$ cat config.mk
export PLATFORM = sky130hd
export DESIGN_NAME = tram_axis
export DESIGN_NICKNAME = d
export VERILOG_FILES = /design/src/rtl/assert_macros.svh /design/src/rtl/tram_pkg.sv /design/src/rtl/tram_axis.sv
export SDC_FILE = /design/constraint.sdc
export NUM_CORES = 2
export LEC_CHECK = 0
export BUFFER_PORTS_ARGS = -buffer_cell sky130_fd_sc_hd__buf_2
export CAP_MARGIN = 0
export CORE_MARGIN = 4
export CORE_UTILIZATION = 65
export DETAILED_ROUTE_END_ITERATION = 7
export PLACE_DENSITY = 0.83
export SYNTH_ARGS = -nofsm -noshare
export SYNTH_HDL_FRONTEND = slang
export SYNTH_SLANG_ARGS = --single-unit
$ cat constraint.sdc
create_clock -name clk -period 17.9 [get_ports clk]
set_clock_uncertainty 0.2 [all_clocks]
set_input_delay 5.37 -clock clk [delete_from_list [all_inputs] [get_ports clk]]
set_output_delay 5.37 -clock clk [all_outputs]
set_load 0.01 [all_outputs]
$ cat src/rtl/assert_macros.svh
`ifndef ASSERT_MACROS_SVH
`define ASSERT_MACROS_SVH

// clocked check, quiet while reset is applied
`define ASSERT_CLK(lbl, prop, msg) \
	lbl: assert property (@(posedge clk) disable iff (!arst_n) prop) else $error(msg);

// clocked check that also holds during reset
`define ASSERT_RST(lbl, prop, msg) \
	lbl: assert property (@(posedge clk) prop) else $error(msg);

`endif

$ cat src/rtl/tram_pkg.sv
`timescale 1ns / 1ps
`default_nettype none

package tram_pkg;

	localparam int X_BYTE_POS       = 2;
	localparam int Y_BYTE_POS       = 4;
	localparam int PEN_TAG          = 2;
	localparam int MAX_REPORT_BYTES = 64;

	localparam int ALT_PEN_TAG     = 16;
	localparam int MIN_SHIFTED_LEN = 6;
	localparam int CAP_SLOTS       = 6;

	localparam int IDX_W = $clog2(MAX_REPORT_BYTES + 1);

	typedef enum logic [2:0] {
		REG_LIMIT_X = 3'd0,
		REG_LIMIT_Y = 3'd1,
		REG_GAIN_XX = 3'd2,
		REG_GAIN_XY = 3'd3,
		REG_GAIN_YX = 3'd4,
		REG_GAIN_YY = 3'd5,
		REG_BIAS_X  = 3'd6,
		REG_BIAS_Y  = 3'd7
	} cfg_reg_t;

	// raw point as extracted on the last byte of a report
	typedef struct packed {
		logic        keep;
		logic [15:0] rx;
		logic [15:0] ry;
	} point_t;

	typedef struct packed {
		logic en_s2;
		logic en_s3;
	} pipe_ctl_t;

	// byte position held by capture slot j: three around X, then three around Y
	function automatic logic [IDX_W-1:0] slot_pos(input int j);
		int p;
		p = (j < 3) ? (X_BYTE_POS - 1 + j) : (Y_BYTE_POS - 1 + j - 3);
		return IDX_W'(p);
	endfunction

endpackage

`default_nettype wire

$ cat src/rtl/tram_axis.sv
`timescale 1ns / 1ps
`default_nettype none

module tram_axis (
	input  wire logic                clk,
	input  wire tram_pkg::pipe_ctl_t ctl,
	input  wire logic [15:0]         rx,
	input  wire logic [15:0]         ry,
	input  wire logic signed [31:0]  gain_a,
	input  wire logic signed [31:0]  gain_b,
	input  wire logic signed [47:0]  bias,
	output logic [15:0]              res
);

	logic signed [47:0] prod_a;
	logic signed [47:0] prod_b;
	logic signed [47:0] prod_a_s2;
	logic signed [47:0] prod_b_s2;
	logic signed [49:0] sum;
	logic [15:0]        clamped;
	logic [15:0]        res_s3;

	assign prod_a = 48'(gain_a) * 48'($signed({1'b0, rx}));
	assign prod_b = 48'(gain_b) * 48'($signed({1'b0, ry}));

	always_ff @(posedge clk) begin
		if (ctl.en_s2) begin
			prod_a_s2 <= prod_a;
			prod_b_s2 <= prod_b;
		end
	end

	assign sum = 50'(prod_a_s2) + 50'(prod_b_s2) + 50'(bias);

	// Q34.16 sum: negative gives 0, integer part saturates at 65535
	always_comb begin
		if (sum[49]) begin
			clamped = '0;
		end else if (|sum[48:32]) begin
			clamped = 16'hFFFF;
		end else begin
			clamped = sum[31:16];
		end
	end

	always_ff @(posedge clk) begin
		if (ctl.en_s3) begin
			res_s3 <= clamped;
		end
	end

	assign res = res_s3;

endmodule

`default_nettype wire

==> flow_summary.rst <==
.. list-table::
   :header-rows: 1

   * - Metric
     - Value
   * - Die Span X
     - 264 um
   * - Fill cell total of the finished layout
     - 5003
   * - Result of the run
     - completed
   * - Warning count from the yosys run
     - 0
   * - Detailed-route wire length
     - 102000 um
   * - Post-route clock period utilization
     - 70.5%
   * - Worst path arrival time
     - 12.52 ns
   * - Main area contributors after synthesis
     - sky130_fd_sc_hd__fa_1, sky130_fd_sc_hd__inv_1, sky130_fd_sc_hd__ha_1
   * - Clock slew seen by the registers of the worst setup and hold paths
     - roughly 0.08 ns
   * - Async SR Flop Fraction
     - 0%
   * - Tightest Pin Transition
     - 0.948 ns
   * - Crit path capture type
     - flip-flop
   * - Main synth FF type
     - sky130_fd_sc_hd__edfxtp_1
   * - Minimum clock period
     - approximately 13 ns
   * - Clock insertion delay at the later pin of the skew report
     - roughly 0.37 ns
   * - Endpoints failing setup
     - 0
   * - Most congested layer reported by global routing
     - met2
   * - Synth Register Bits
     - around 110
   * - Critical path type
     - in2reg
   * - Initial cell density of the core
     - 65.9%
   * - Cell count after synthesis
     - 4617
   * - Most common cell in the netlist
     - sky130_fd_sc_hd__inv_1
   * - Cell with the most instances on the worst path
     - sky130_fd_sc_hd__fa_1
   * - Total number of vias
     - 31577
   * - Fraction of met3 tracks used by global routing
     - 5.14%
   * - RSZ-0062 raised after global routing
     - false
   * - Max-cap viol count
     - 0
   * - Global Route Usage Sum
     - 30.5%
   * - Top post-synthesis cells by count
     - sky130_fd_sc_hd__inv_1, sky130_fd_sc_hd__fa_1, sky130_fd_sc_hd__nand2_1
   * - Setup TNS
     - 0 ns
   * - First-pass GRT wire length
     - between 150000 and 200000 um
   * - Standard-cell row count
     - just over 90
   * - Number of global-route vias before repair
     - 34587
   * - Mean routed wirelength per cell
     - 18.6 um
   * - CTS tree
     - done
   * - Slowest library cell on the worst path
     - sky130_fd_sc_hd__fa_1
   * - Number of flops mapped to enable cells by yosys
     - 112
   * - CP required
     - 17.81 ns
   * - Number of DRC violations after detailed-routing iteration 0
     - 2641
   * - Worst rel slew slack
     - 36.0%
   * - Chain of cells forming the critical path
     - buf_2 -> nand2_1 -> fa_1 -> inv_1 -> fa_1 -> inv_1 -> fa_1 -> inv_1 -> fa_1 -> fa_1 -> inv_1 -> fa_1 -> inv_1 -> ha_1 -> a21o_1 -> o41ai_1 -> a22oi_1 -> nor2_1 -> o21ai_1 -> a41oi_1 -> o211ai_1 -> a2111oi_0 -> a311oi_1
   * - Hold-fix buffers, CTS
     - 0
   * - Clock sink count
     - 112
   * - Storage cell area
     - 3360 um^2
   * - Sequential share of the synthesized area
     - 7.89%
   * - Synth cell types
     - 75
   * - Share of layout cells above drive strength 1
     - between 4 and 5%
   * - Aggregate global routing overflow
     - 0
   * - Critical Path Start Type
     - input port
   * - Achievable frequency
     - 79.2 MHz
   * - Class of the most critical hold timing path
     - reg2reg
   * - Mean cell area of the mapped netlist
     - 9.23 um^2
   * - Resized cells post-CTS
     - 0
   * - H-tree level count
     - 3
   * - Final routed DRC violation total
     - 0
   * - Top cell type's share of synthesized area
     - 47.7%
   * - Routability Congestion
     - 0.938
   * - Clock root buffer
     - sky130_fd_sc_hd__clkbuf_16
   * - Area overhead of the layout relative to synthesis
     - 3.46%
   * - Avg Vias per Cell
     - between 5 and 6
   * - Highest cell delay on the worst timing path
     - 0.58 ns
   * - CTS Buf Count
     - 9
   * - Area occupied by multi-input gates
     - 34200 um^2
   * - Pin count of the biggest net entering global routing
     - 50
   * - Count of antenna-violating nets left after detailed routing
     - 0
   * - I/O pins
     - approximately 160
   * - GR met1 Demand/Resource
     - about 39%
   * - Buffers added on ports
     - roughly 160
   * - Largest driver fanout on the critical path
     - 32
   * - Hold Violations, Final
     - 0
   * - Global routing met2 resource utilization
     - 51.1%
   * - Die ar.
     - between 60000 and 70000 um^2
   * - Core box area
     - about 65000 um^2
   * - Net count of the finished layout
     - 6043
   * - Detailed-placement wirelength estimate
     - 81500 um
   * - Combined area of all synthesized cells
     - around 43000 um^2
   * - Antenna violations before repair
     - 7
   * - Number of search-and-repair iterations in the first detailed-routing pass
     - 6
   * - Worst-case clock buffer depth
     - 2
   * - Die height
     - between 200 and 300 um
   * - Total nets after synthesis
     - a little over 6000
   * - Slew Viols, Final
     - 0
   * - Post CTS Setup Buffer Count
     - 0
   * - Dominant cell type by area after synthesis
     - sky130_fd_sc_hd__fa_1
## worst max-delay path: cells and delay by family
family | cells | cell delay, ns
fa+ha+maj | 7 | 3.44
buf+inv | 6 | 0.79
simple gates | 2 | 0.49
compound gates | 8 | 2.43
## state kept, by name, indices dropped and copies added, names as in the netlist
name       count
prod_a_s2     48
prod_b_s2     48
res           16
## cells in the final DEF (no fill, tap or decap), types with 7 or more instances in the layout
master                      count
sky130_fd_sc_hd__o21ai_0       43
sky130_fd_sc_hd__o21ai_1        8
sky130_fd_sc_hd__buf_2        161
sky130_fd_sc_hd__o211ai_1      16
sky130_fd_sc_hd__ha_1         276
sky130_fd_sc_hd__nor2b_1        8
sky130_fd_sc_hd__nand3_1       35
sky130_fd_sc_hd__nand4_1       18
sky130_fd_sc_hd__and2_1       471
sky130_fd_sc_hd__clkbuf_16      9
sky130_fd_sc_hd__nand2b_1       8
sky130_fd_sc_hd__a311oi_1       7
sky130_fd_sc_hd__a21oi_1      115
sky130_fd_sc_hd__a21boi_1      10
sky130_fd_sc_hd__inv_1       1159
sky130_fd_sc_hd__nand2_1      649
sky130_fd_sc_hd__o21a_1        19
sky130_fd_sc_hd__or3_1          7
sky130_fd_sc_hd__a21o_1        65
sky130_fd_sc_hd__nor2_1        72
sky130_fd_sc_hd__edfxtp_1     112
sky130_fd_sc_hd__xnor2_1       82
sky130_fd_sc_hd__nor3_1        29
sky130_fd_sc_hd__fa_1        1015
sky130_fd_sc_hd__o31ai_1       10
sky130_fd_sc_hd__xor2_1        33
sky130_fd_sc_hd__a211oi_1      13
sky130_fd_sc_hd__and3_1        19
sky130_fd_sc_hd__a31oi_1        8
sky130_fd_sc_hd__o21bai_1      21
## kinds of logic after synthesis
kind of cell,count (synthesis),synth area share [%]
buf+inv,1346,12.0
flops,112,7.89
compound gates,394,6.23
mux,8,0.194
fa+ha+maj,1291,55.8
simple gates,1351,15.6
xor+xnor,115,2.36
## final cells by class
type	count	area share, %
multi-input cells	3159	77.5
clock inverters	7	0.213
clock buffers	9	0.511
flip-flops and latches	112	7.63
well taps	855	2.43
diodes	3	0.0170
inverters	1159	9.87
repair buffers	164	1.88
## path summary, 6_finish.rpt
check	from	to	slack, ns	cells past startpoint
worst max register to register	prod_b_s2[3]$_DFFE_PP_	res[2]$_SDFFCE_PP0P_	12.76	12
worst max-delay path	ry[8]	prod_b_s2[40]$_DFFE_PP_	5.28	23
worst min register to register	prod_b_s2[25]$_DFFE_PP_	res[9]$_SDFFCE_PP0P_	0.90	4
worst min-delay path	prod_b_s2[25]$_DFFE_PP_	res[9]$_SDFFCE_PP0P_	0.90	4
## stage by stage
step | hold slack [ns] | area [um^2] | instances | worst slack, ns | util [%]
finish | 0.901 | 44100 | 5468 | 5.28 | 68.2
detailed placement | 0.888 | 43800 | 5449 | 4.99 | 67.6
floorplan | 0.766 | 42600 | 4617 | 6.21 | -
global placement | 0.872 | 43800 | 5449 | 5.26 | 67.6
global route | 0.970 | 44100 | 5465 | 5.00 | 68.1
CTS | 0.916 | 44100 | 5465 | 5.36 | 68.1
## metal layers
metal / up-vias / wire [um]
met3: 418 / 8740
met4: 6 / 5800
met5: - / 29
met2: 1583 / 50000
li1: 13651 / -
met1: 15919 / 37300
Power is left out: the tool's default activity adds up to more than one toggle a clock period on the data nets, which glitch-free logic cannot reach.
