[src/rtl/assert_macros.svh]
`ifndef ASSERT_MACROS_SVH
`define ASSERT_MACROS_SVH

// clocked check, quiet while reset is applied
`define ASSERT_CLK(lbl, prop, msg) \
	lbl: assert property (@(posedge clk) disable iff (!arst_n) prop) else $error(msg);

// clocked check that also holds during reset
`define ASSERT_RST(lbl, prop, msg) \
	lbl: assert property (@(posedge clk) prop) else $error(msg);

`endif

[src/rtl/tram_pkg.sv]
`timescale 1ns / 1ps
`default_nettype none

package tram_pkg;

	localparam int X_BYTE_POS       = 2;
	localparam int Y_BYTE_POS       = 4;
	localparam int PEN_TAG          = 2;
	localparam int MAX_REPORT_BYTES = 64;

	localparam int ALT_PEN_TAG     = 16;
	localparam int MIN_SHIFTED_LEN = 6;
	localparam int CAP_SLOTS       = 6;

	localparam int IDX_W = $clog2(MAX_REPORT_BYTES + 1);

	typedef enum logic [2:0] {
		REG_LIMIT_X = 3'd0,
		REG_LIMIT_Y = 3'd1,
		REG_GAIN_XX = 3'd2,
		REG_GAIN_XY = 3'd3,
		REG_GAIN_YX = 3'd4,
		REG_GAIN_YY = 3'd5,
		REG_BIAS_X  = 3'd6,
		REG_BIAS_Y  = 3'd7
	} cfg_reg_t;

	// raw point as extracted on the last byte of a report
	typedef struct packed {
		logic        keep;
		logic [15:0] rx;
		logic [15:0] ry;
	} point_t;

	typedef struct packed {
		logic en_s2;
		logic en_s3;
	} pipe_ctl_t;

	// byte position held by capture slot j: three around X, then three around Y
	function automatic logic [IDX_W-1:0] slot_pos(input int j);
		int p;
		p = (j < 3) ? (X_BYTE_POS - 1 + j) : (Y_BYTE_POS - 1 + j - 3);
		return IDX_W'(p);
	endfunction

endpackage

`default_nettype wire

[src/rtl/tram_capture.sv]
`timescale 1ns / 1ps
`default_nettype none

module tram_capture (
	input  wire logic                 clk,
	input  wire logic                 arst_n,
	input  wire logic                 accept,
	input  wire logic [7:0]           report_byte,
	input  wire logic                 last_byte,
	input  wire logic [15:0]          limit_x,
	input  wire logic [15:0]          limit_y,
	output tram_pkg::point_t          pt
);

	logic [tram_pkg::IDX_W-1:0] idx_q;
	logic [tram_pkg::IDX_W-1:0] cnt_d;
	logic [7:0]                 lead_q;
	logic [7:0]                 lead_d;
	logic [7:0]                 cap_q [tram_pkg::CAP_SLOTS];
	logic [7:0]                 cap_d [tram_pkg::CAP_SLOTS];
	logic                       live;
	logic                       id_ok;
	logic [15:0]                rx;
	logic [15:0]                ry;

	assign live = idx_q < tram_pkg::IDX_W'(tram_pkg::MAX_REPORT_BYTES);

	// view of the report with the current byte already stored
	always_comb begin
		for (int j = 0; j < tram_pkg::CAP_SLOTS; j++) begin
			cap_d[j] = (live && idx_q == tram_pkg::slot_pos(j)) ? report_byte : cap_q[j];
		end
		lead_d = (live && idx_q == '0) ? report_byte : lead_q;
		cnt_d  = live ? idx_q + tram_pkg::IDX_W'(1) : idx_q;
	end

	assign id_ok = (tram_pkg::PEN_TAG == 0)
		|| (lead_d == 8'(tram_pkg::PEN_TAG))
		|| (lead_d == 8'(tram_pkg::ALT_PEN_TAG));

	always_comb begin
		if (id_ok) begin
			rx = {cap_d[2], cap_d[1]};
			ry = {cap_d[5], cap_d[4]};
		end else if (cnt_d >= tram_pkg::IDX_W'(tram_pkg::MIN_SHIFTED_LEN)) begin
			rx = {cap_d[1], cap_d[0]};
			ry = {cap_d[4], cap_d[3]};
		end else begin
			rx = '0;
			ry = '0;
		end
	end

	always_comb begin
		pt.rx   = rx;
		pt.ry   = ry;
		pt.keep = accept && last_byte && (rx != '0 || ry != '0)
			&& rx <= limit_x && ry <= limit_y;
	end

	always_ff @(posedge clk or negedge arst_n) begin
		if (!arst_n) begin
			idx_q  <= '0;
			lead_q <= '0;
			for (int j = 0; j < tram_pkg::CAP_SLOTS; j++) begin
				cap_q[j] <= '0;
			end
		end else if (accept) begin
			lead_q <= lead_d;
			if (last_byte) begin
				idx_q <= '0;
				for (int j = 0; j < tram_pkg::CAP_SLOTS; j++) begin
					cap_q[j] <= '0;
				end
			end else begin
				idx_q <= cnt_d;
				for (int j = 0; j < tram_pkg::CAP_SLOTS; j++) begin
					cap_q[j] <= cap_d[j];
				end
			end
		end
	end

endmodule

`default_nettype wire

[config.mk]
export PLATFORM = sky130hd
export DESIGN_NAME = tram_capture
export DESIGN_NICKNAME = d
export VERILOG_FILES = /design/src/rtl/assert_macros.svh /design/src/rtl/tram_pkg.sv /design/src/rtl/tram_capture.sv
export SDC_FILE = /design/constraint.sdc
export NUM_CORES = 1
export LEC_CHECK = 0
export BUFFER_PORTS_ARGS = -buffer_cell sky130_fd_sc_hd__buf_2
export CORE_ASPECT_RATIO = 1.25
export CORE_UTILIZATION = 38
export DETAILED_ROUTE_END_ITERATION = 12
export PLACE_DENSITY = 0.61
export SYNTH_ARGS = -nofsm -noshare
export SYNTH_HDL_FRONTEND = slang
export SYNTH_SLANG_ARGS = --single-unit
[constraint.sdc]
create_clock -name clk -period 6.4 [get_ports clk]
set_input_delay 0.32 -clock clk [delete_from_list [all_inputs] [get_ports clk]]
set_output_delay 0.32 -clock clk [all_outputs]
set_load 0.005 [all_outputs]
==> results of run 1 <==
## logic make-up (layout without fill, tap and decap cells)
kind of cell	Yosys count	after routing	share of synthesized area (%)
AOI/OAI and AO/OA	163	163	22.47
DFF	63	63	32.36
xor gates and xnor gates	3	3	0.5394
adders and majority gates	36	36	9.245
and+or+nand+nor	197	197	19.23
muxes	45	45	9.656
buffers and inverters	75	134	6.497
## worst max-delay path, cell delays in order, from the launching register on
cell,delay [ps]
dfrtp_1,500
nor4_4,450
and3_1,310
mux2i_4,240
buf_4,520
nand2_1,120
o22ai_1,190
ha_1,270
nor2b_1,130
o21ai_0,150
a21oi_1,90
o21a_1,170
a2111oi_0,480
nor3_1,110
nor4_1,300
buf_2,160
## flip-flops by register name (all words and copies together), names as in the netlist
register  count
cap_q        48
lead_q        8
idx_q         7
## area by class of cell
class / instances / area, um2
clock buffers: 10 / 239.0
clock inverters: 6 / 60.06
repair buffers: 80 / 410.4
flip-flops and latches: 63 / 1577
fillers: 1205 / 6703
multi-input cells: 444 / 2994
inverters: 38 / 142.6
well taps: 164 / 205.2
## layout by cell type (no fill, tap or decap), types with 3 or more instances in the layout
cell / synthesis / final
o2bb2ai_1: 28 / 28
a21oi_1: 22 / 22
clkinv_2: 0 / 3
inv_1: 38 / 38
nand2b_1: 7 / 7
a21boi_0: 10 / 10
ha_1: 36 / 36
nor3_1: 15 / 15
a211oi_1: 4 / 4
o21a_1: 7 / 7
and3_1: 3 / 3
a31oi_1: 6 / 6
nand4_1: 10 / 10
a22oi_1: 5 / 5
mux2_2: 12 / 12
o21ai_0: 40 / 40
a2111oi_0: 3 / 3
buf_2: 4 / 76
a21o_1: 3 / 3
a22o_1: 11 / 11
o31ai_1: 3 / 3
buf_4: 0 / 4
nor2b_1: 7 / 7
clkbuf_16: 0 / 9
nand3_1: 4 / 4
o22ai_1: 14 / 14
dfrtp_1: 63 / 63
mux2i_1: 32 / 31
nand2_1: 97 / 97
nand3b_1: 3 / 3
nor2_1: 31 / 30
nor4_1: 3 / 3
or4_1: 5 / 5
## per-stage QoR
| step | hold slack, ps | total power, uW | util (%) |
|---|---|---|---|
| floorplan | 24.41 | 729.0 | - |
| global placement | 469.6 | 822.9 | 43.22 |
| detailed placement | 480.4 | 832.9 | 43.22 |
| CTS | 207.7 | 1328 | 45.64 |
| global route | 249.1 | 1389 | 45.64 |
| finish | 172.9 | 1322 | 45.64 |
## layer usage
| layer | global-route usage (%) | routed length (um) | vias to the layer above |
|---|---|---|---|
| met1 | 27.98 | 6269 | 2190 |
| met2 | 38.00 | 6861 | 161 |
| li1 | - | - | 2216 |
| met4 | 11.02 | 500 | 0 |
| met3 | 3.965 | 709 | 36 |
| met5 | 0 | 0 | - |
## power groups by stage
stage	Combinational (uW)	Sequential [uW]	Clock (uW)
floorplan	247	482	0
global placement	331	492	0
detailed placement	338	495	0
CTS	339	489	500
global route	377	497	516
finish	339	489	494
## how the worst max path moves through the flow
| stage | start | end | slack [ps] | cells after the start |
|---|---|---|---|---|
| 2_1_floorplan | idx_q[3] | pt[32] | 2360 | 15 |
| 5_1_grt | idx_q[2] | pt[32] | 1060 | 15 |
| 3_5_place_dp | lead_q[2] | pt[32] | 1920 | 15 |
| 4_1_cts | idx_q[3] | pt[32] | 1560 | 15 |
| 3_3_place_gp | idx_q[0] | pt[32] | 2070 | 17 |
| 6_report | idx_q[2] | pt[32] | 1540 | 15 |
==> results_dict.tcl, run 1 <==
set metrics [dict create \
    p_seq_share_pct 37.0 \
    share_comb_of_total_power_pct 25.7 \
    hold_buffers 0 \
    dpl.cell_count 789 \
    synth_area_um2 4872 \
    wirelength_um 14340 \
    powerDensity_nw_per_um2 235.0 \
    tritoncts "built" \
    synth_cells 582 \
    timing.setup.tns_ps 0 \
    post_cts_resized 0 \
    fmax_mhz 205.9 \
    synth.ff_latch_count 63 \
    synth_top_area_share_pct 32.36 \
    hold_path.class "in2async" \
    slew_violations 0 \
    reg2reg_slack_ps 3770 \
    relSlewSlack_pct 36.72 \
    clkTransAtPathRegs_ps 50 \
    postCtsSetupRepairBufs 0 \
    period_needed_ps 4856 \
    path_max_fanout 71 \
    startpoint_type "flop" \
    outcome "complete, no violations" \
    grt_overflow 0 \
    start_util_pct 39.51 \
    dp_slack_ps 1919 \
    grtUsageTotal_pct 22.70 \
    timing.rr.start "idx_q[2]" \
    portBuffers 76 \
    coreArea_um2 12330 \
    rsz0062_at_grt "no" \
    ant_nets 0 \
    peakVddDrop_mv 0.09597 \
    reg2reg_to "cap_q[20]" \
    endpoint_kind "primary output" \
    dp_hpwl_um 10670 \
    dr.pass1.iters 5 \
    ys_types 49 \
    finalSetupViolCount 0 \
    die_x_um 103.3 \
    p_sw_uw 417.7 \
    clockRootBuffer "clkbuf_16" \
    ys_warn_count 0 \
    fin_crit_sh_pct 75.87 \
    synth_area_leaders "dfrtp_1, ha_1, nand2_1" \
    die_height_um 128.6 \
    cts-buffers-inserted 9 \
    rows 45 \
    grt_max_degree 72 \
    synthTopCellsByCount "nand2_1, dfrtp_1, o21ai_0" \
    grt_pass1_wl_um 22730 \
    cp.arrival_ps 4540 \
    leakage_uw 0.002846 \
    vias 4603 \
    clk_latency_ps 340 \
    synthFlopType "dfrtp_1" \
    intPower_uw 904.7 \
    synth.avg_cell_area_um2 8.371 \
    skew_ps 8.032 \
    critPathKind "reg2out" \
    area_delta_synth_final_pct 15.51 \
    antenna_cells 0 \
    r2r_cells 5 \
    cts.htree.levels 3 \
    first_global_vias 4487 \
    ios 77 \
    switching_share_pct 31.59 \
    via_per_inst 5.718 \
    tightest_slew_ps 949.2 \
    wire_per_inst_um 17.81 \
    cts_sinks 63 \
    cts.path.max_buffers 2 \
    finalNonFillerCells 805 \
    pwr-share-clk_pct 37.4 \
    place_area_um2 5329 \
    drt_iter0_markers 284 \
    place_congestion 0.8541 \
    synth_most_common_cell "nand2_1" \
    antenna_found_initial 0 \
    num-nets-final 716 \
    fp.dieArea_um2 13280 \
    yosysSeqAreaShare_pct 32.36 \
    drive_gt1_share_pct 18.10 \
    hold_viol_final 0 \
    drv_cap 0 \
    yosysTopAreaCell "dfrtp_1" \
    syn_nets 662 \
    fin_ws_ps 1544 \
    cp.required_ps 6080 \
    async_flop_share_pct 100.0 \
    synth-edff-count 0 \
    stdcell_area_um2 5628 \
    drc 0 \
]
Power figures use the tool's default switching activity.
==> run 2, diff against run 1 <==
==> constraint.sdc (replaced) <==
create_clock -name clk -period 5 [get_ports clk]
set_input_delay 0.25 -clock clk [delete_from_list [all_inputs] [get_ports clk]]
set_output_delay 0.25 -clock clk [all_outputs]
set_load 0.005 [all_outputs]
==> results_dict.tcl, run 2 (synthesis gave the netlist of run 1 again) <==
set metrics [dict create \
    drive_gt1_share_pct 18.98 \
    tightest_slew_ps 1020 \
    leakage_uw 0.002880 \
    crit_top_cell "a21oi_1" \
    powerDensity_nw_per_um2 306.9 \
    outcome "complete, no violations" \
    cp.arrival_ps 4420 \
    critPathKind "reg2out" \
    max_stage_delay_ps 490 \
    wirelength_um 15020 \
    place_congestion 0.8684 \
    fin_crit_sh_pct 93.33 \
    wire_per_inst_um 18.49 \
    relSlewSlack_pct 31.98 \
    final_cell_mix "nand2_1, buf_2, dfrtp_1" \
    cts_sinks 63 \
    antenna_cells 0 \
    endpoint_kind "primary output" \
    grt_pass1_wl_um 23250 \
    period_needed_ps 4667 \
    cts-buffers-inserted 9 \
    clkTransAtPathRegs_ps 60 \
    vias 4693 \
    dp_hpwl_um 10700 \
    multi_input_area_um2 3023 \
    cts.path.max_buffers 2 \
    cts.htree.levels 3 \
    hold_path.class "in2async" \
    grt_overflow 0 \
    finalSetupViolCount 0 \
    area_delta_synth_final_pct 17.33 \
    num-nets-final 723 \
    first_global_vias 4496 \
    skew_ps 5.221 \
    peakVddDrop_mv 0.1526 \
    drt_iter0_markers 357 \
    cp.required_ps 4750 \
    portBuffers 76 \
    final_common_cell "nand2_1" \
    drc 0 \
    ios 77 \
    top_regs "cap_q: 48 flops, lead_q: 8 flops, idx_q: 7 flops" \
    die_height_um 128.6 \
    rsz0062_at_grt "no" \
    startpoint_type "flop" \
    grtUsageTotal_pct 23.05 \
    antenna_found_initial 0 \
    ant_nets 0 \
    die_x_um 103.3 \
    largest_reg_flops 48 \
    fin_hold_ws_ps 111.6 \
    nFillCells 1166 \
    fp.dieArea_um2 13280 \
    drv_cap 0 \
    dr.pass1.iters 5 \
    path_max_fanout 25 \
    hold_viol_final 0 \
    coreArea_um2 12330 \
    clockRootBuffer "clkbuf_16" \
    rows 45 \
    grt_max_degree 64 \
    regMostFlops "cap_q" \
    via_per_inst 5.780 \
    tritoncts "built" \
    slew_violations 0 \
    regArea_um2 1577 \
    fmax_mhz 214.3 \
    cp_slowest_cell "mux2i_4" \
    start_util_pct 39.51 \
    timing.setup.tns_ps 0 \
    clk_latency_ps 330 \
    cp_cell_sequence "nor4_4 -> and3_1 -> mux2i_4 -> buf_4 -> nor2_1 -> a21oi_1 -> ha_1 -> nor2b_1 -> o21ai_0 -> a21oi_1 -> o21a_1 -> a2111oi_0 -> nor3_1 -> nor4_1 -> buf_2" \
]
[run 2: cell types whose count changed in the layout (fill, tap and decap cells not counted)]
cell	previous run	this run
bufinv_16	1	2
mux2i_2	0	1
clkbuf_1	0	1
nor4_1	3	2
nor4_4	1	2
clkinv_2	3	2
clkbuf_8	1	0
buf_4	4	10
[run 2: path summary, 6_finish.rpt]
path | startpoint | endpoint | slack, ps | cells after the start
setup / recovery | idx_q[3] | pt[32] | 330 | 15
hold / removal | arst_n | cap_q[6] | 110 | 2
setup reg to reg | idx_q[3] | cap_q[19] | 2320 | 5
hold reg to reg | cap_q[35] | cap_q[35] | 490 | 1
max in group asynchronous | arst_n | cap_q[43] | 4340 | 2
min in group clk | accept | idx_q[6] | 350 | 2
[run 2: critical path: cells and delay by family, from the launching register on]
kind / cells / cell delay (ps)
and+or+nand+nor: 6 / 1400
AOI/OAI and AO/OA: 5 / 1020
buffers and inverters: 2 / 500
muxes: 1 / 490
DFF: 1 / 480
adders and majority gates: 1 / 190
[run 2: stage by stage]
step / setup slack, ps / utilization, % / power, uW / cell area [um2] / cells
finish: 333.5 / 46.36 / 1755 / 5717 / 812
CTS: 99.95 / 45.95 / 1740 / 5665 / 808
global route: 20.40 / 46.36 / 1832 / 5717 / 812
floorplan: 1030 / - / 933.1 / 4872 / 582
detailed placement: 461.5 / 43.40 / 1068 / 5351 / 792
global placement: 601.8 / 43.40 / 1059 / 5351 / 792
[run 2: where the power goes]
group	switching [uW]	total, uW	internal (uW)
clock	237	671	434
combinational	262	453	191
sequential	55.0	631	576
total	554	1750	1200
[run 2: layer usage]
| layer | vias to the layer above | global-route usage (%) | routed length (um) |
|---|---|---|---|
| met5 | - | 0 | 0 |
| met4 | 0 | 8.119 | 265 |
| met3 | 22 | 3.205 | 817 |
| met2 | 181 | 39.73 | 7419 |
| met1 | 2269 | 29.21 | 6514 |
| li1 | 2221 | - | - |
[run 2: final cells by class]
class | instances | area share, %
Clock buffer | 10 | 4.005
Sequential cell | 63 | 27.58
Timing Repair Buffer | 86 | 7.967
Clock inverter | 6 | 1.488
Tap cell | 164 | 3.589
Multi-Input combinational cell | 445 | 52.88
Inverter | 38 | 2.495
[run 2: repair_timing]
item,4_1_cts,5_1_grt
hold buffers,0,0
resized for setup,0,2
hold endpoints to repair,0,0
setup endpoints to repair,0,1
setup buffers,0,3
==> run 3, diff against run 2 <==
--- a/config.mk
+++ b/config.mk
@@ -5,8 +5,9 @@
 export SDC_FILE = /design/constraint.sdc
 export NUM_CORES = 1
 export LEC_CHECK = 0
+export ABC_CLOCK_PERIOD_IN_PS = 5000
 export BUFFER_PORTS_ARGS = -buffer_cell sky130_fd_sc_hd__buf_2
-export CORE_ASPECT_RATIO = 1.25
+export CORE_ASPECT_RATIO = 1.2
 export CORE_UTILIZATION = 38
 export DETAILED_ROUTE_END_ITERATION = 12
 export PLACE_DENSITY = 0.61
==> results_dict.tcl, run 3 (synthesis gave the netlist of run 1 again) <==
set metrics [dict create \
    outcome "complete, no violations" \
    fin_crit_sh_pct 91.81 \
    wire_per_inst_um 18.14 \
    endpoint_kind "primary output" \
    share_comb_of_total_power_pct 27.2 \
    cts-buffers-inserted 9 \
    p_seq_share_pct 38.2 \
    switching_share_pct 31.74 \
    max_stage_delay_ps 500 \
    cts.path.max_buffers 2 \
    clkTransAtPathRegs_ps 50 \
    grt_pass1_wl_um 23290 \
    cp_slowest_cell "dfrtp_1" \
    hold_path.class "in2async" \
    num-nets-final 720 \
    tritoncts "built" \
    final_common_cell "nand2_1" \
    rows 44 \
    rsz0062_at_grt "no" \
    top_regs "cap_q: 48 flops, lead_q: 8 flops, idx_q: 7 flops" \
    fmax_mhz 217.8 \
    reg2reg_slack_ps 2680 \
    die_x_um 105.4 \
    p_total_uw 1644 \
    cts_sinks 63 \
    cp_cell_sequence "nor4_4 -> and3_1 -> mux2i_4 -> buf_12 -> nand2_1 -> o22ai_1 -> ha_1 -> o21a_1 -> o211ai_1 -> a21oi_1 -> a2111oi_0 -> a21oi_1 -> nor4_1 -> buf_2" \
    clockRootBuffer "clkbuf_16" \
    portBuffers 76 \
    skew_ps 6.283 \
    drt_iter0_markers 332 \
    wirelength_um 14590 \
    finalSetupViolCount 0 \
    first_global_vias 4513 \
    post_cts_resized 0 \
    intPower_uw 1122 \
    relSlewSlack_pct 34.18 \
    die_height_um 126.0 \
    ios 77 \
    path_max_fanout 59 \
    powerDensity_nw_per_um2 291.8 \
    cp.buffers_inverters 2 \
    period_needed_ps 4591 \
    via_per_inst 5.800 \
    cts.htree.levels 3 \
    fp.dieArea_um2 13280 \
    grtUsageTotal_pct 22.45 \
    critPathKind "reg2out" \
    drv_cap 0 \
    place_congestion 0.9091 \
    hold_viol_final 0 \
    area_delta_synth_final_pct 15.61 \
    cp.arrival_ps 4340 \
    pwr-share-clk_pct 34.6 \
    path_delay_family "compound AO/OA/AOI/OAI gates" \
    dp_hpwl_um 10750 \
    cp_num_cells 14 \
    grt_overflow 0 \
    clk_latency_ps 330 \
    grt_max_degree 64 \
    crit_top_cell "a21oi_1" \
    cp.required_ps 4750 \
    coreArea_um2 12280 \
    ant_nets 0 \
    final_cell_mix "nand2_1, buf_2, dfrtp_1" \
    timing.setup.tns_ps 0 \
    antenna_found_initial 0 \
    timing.rr.start "idx_q[1]" \
    leakage_uw 0.002857 \
    dp_slack_ps 783.1 \
    startpoint_type "flop" \
    dr.pass1.iters 5 \
    cp-endpoint "pt[32]" \
    r2r_cells 7 \
    vias 4663 \
    multi_input_area_um2 2994 \
    drc 0 \
    fin_ws_ps 409.5 \
    reg2reg_to "cap_q[6]" \
    peakVddDrop_mv 0.1335 \
    start_util_pct 39.69 \
    hold_buffers 0 \
    tightest_slew_ps 987.3 \
    largest_reg_flops 48 \
    regArea_um2 1577 \
    drive_gt1_share_pct 18.04 \
    postCtsSetupRepairBufs 0 \
    regMostFlops "cap_q" \
    antenna_cells 0 \
    nFillCells 1176 \
    p_sw_uw 521.8 \
    crit_path_start "idx_q[2]" \
    slew_violations 0 \
]
[run 3: cell types whose count changed in the layout (fill, tap and decap cells not counted), sizes merged]
cell,previous run,this run
clkbuf,10,13
mux2i,33,32
clkinvlp,2,0
buf,86,84
clkinv,2,1
bufinv,2,0
[run 3: metal layers]
layer | routed length [um] | global-route usage [%] | up-vias
met2 | 6958 | 37.69 | 166
met5 | 0 | 0 | -
met4 | 426 | 9.859 | 0
li1 | - | - | 2225
met3 | 727 | 3.106 | 30
met1 | 6472 | 28.68 | 2242
[run 3: worst min path at each step]
| stage | start | endpoint | cells after the start |
|---|---|---|---|
| after floorplan | arst_n | cap_q[0] | 0 |
| after global placement | cap_q[5] | cap_q[5] | 2 |
| after detailed placement | cap_q[5] | cap_q[5] | 2 |
| after CTS | arst_n | cap_q[6] | 2 |
| after global routing | arst_n | cap_q[6] | 2 |
| final | arst_n | cap_q[2] | 2 |
[run 3: layout make-up]
| type | instances | area share, % |
|---|---|---|
| clock inverters | 1 | 0.08885 |
| clock buffers | 13 | 4.620 |
| repair buffers | 84 | 8.041 |
| multi-input cells | 444 | 53.15 |
| well taps | 161 | 3.576 |
| inverters | 38 | 2.532 |
| flip-flops and latches | 63 | 27.99 |
[run 3: per-stage QoR]
step                instances  area (um2)  hold slack, ps  utilization [%]
global route              804        5633           191.1            45.88
CTS                       804        5633           151.5            45.88
detailed placement        790        5368           477.7            43.72
finish                    804        5633           93.04            45.88
floorplan                 582        4872          -45.59                -
global placement          790        5368           465.1            43.72
[run 3: power by group through the flow]
| stage | clock network [uW] | registers (uW) | logic [uW] |
|---|---|---|---|
| after floorplan | 0 | 618 | 316 |
| after global routing | 596 | 637 | 492 |
| after detailed placement | 0 | 635 | 443 |
| after CTS | 576 | 627 | 446 |
| after global placement | 0 | 631 | 437 |
| final | 569 | 628 | 447 |
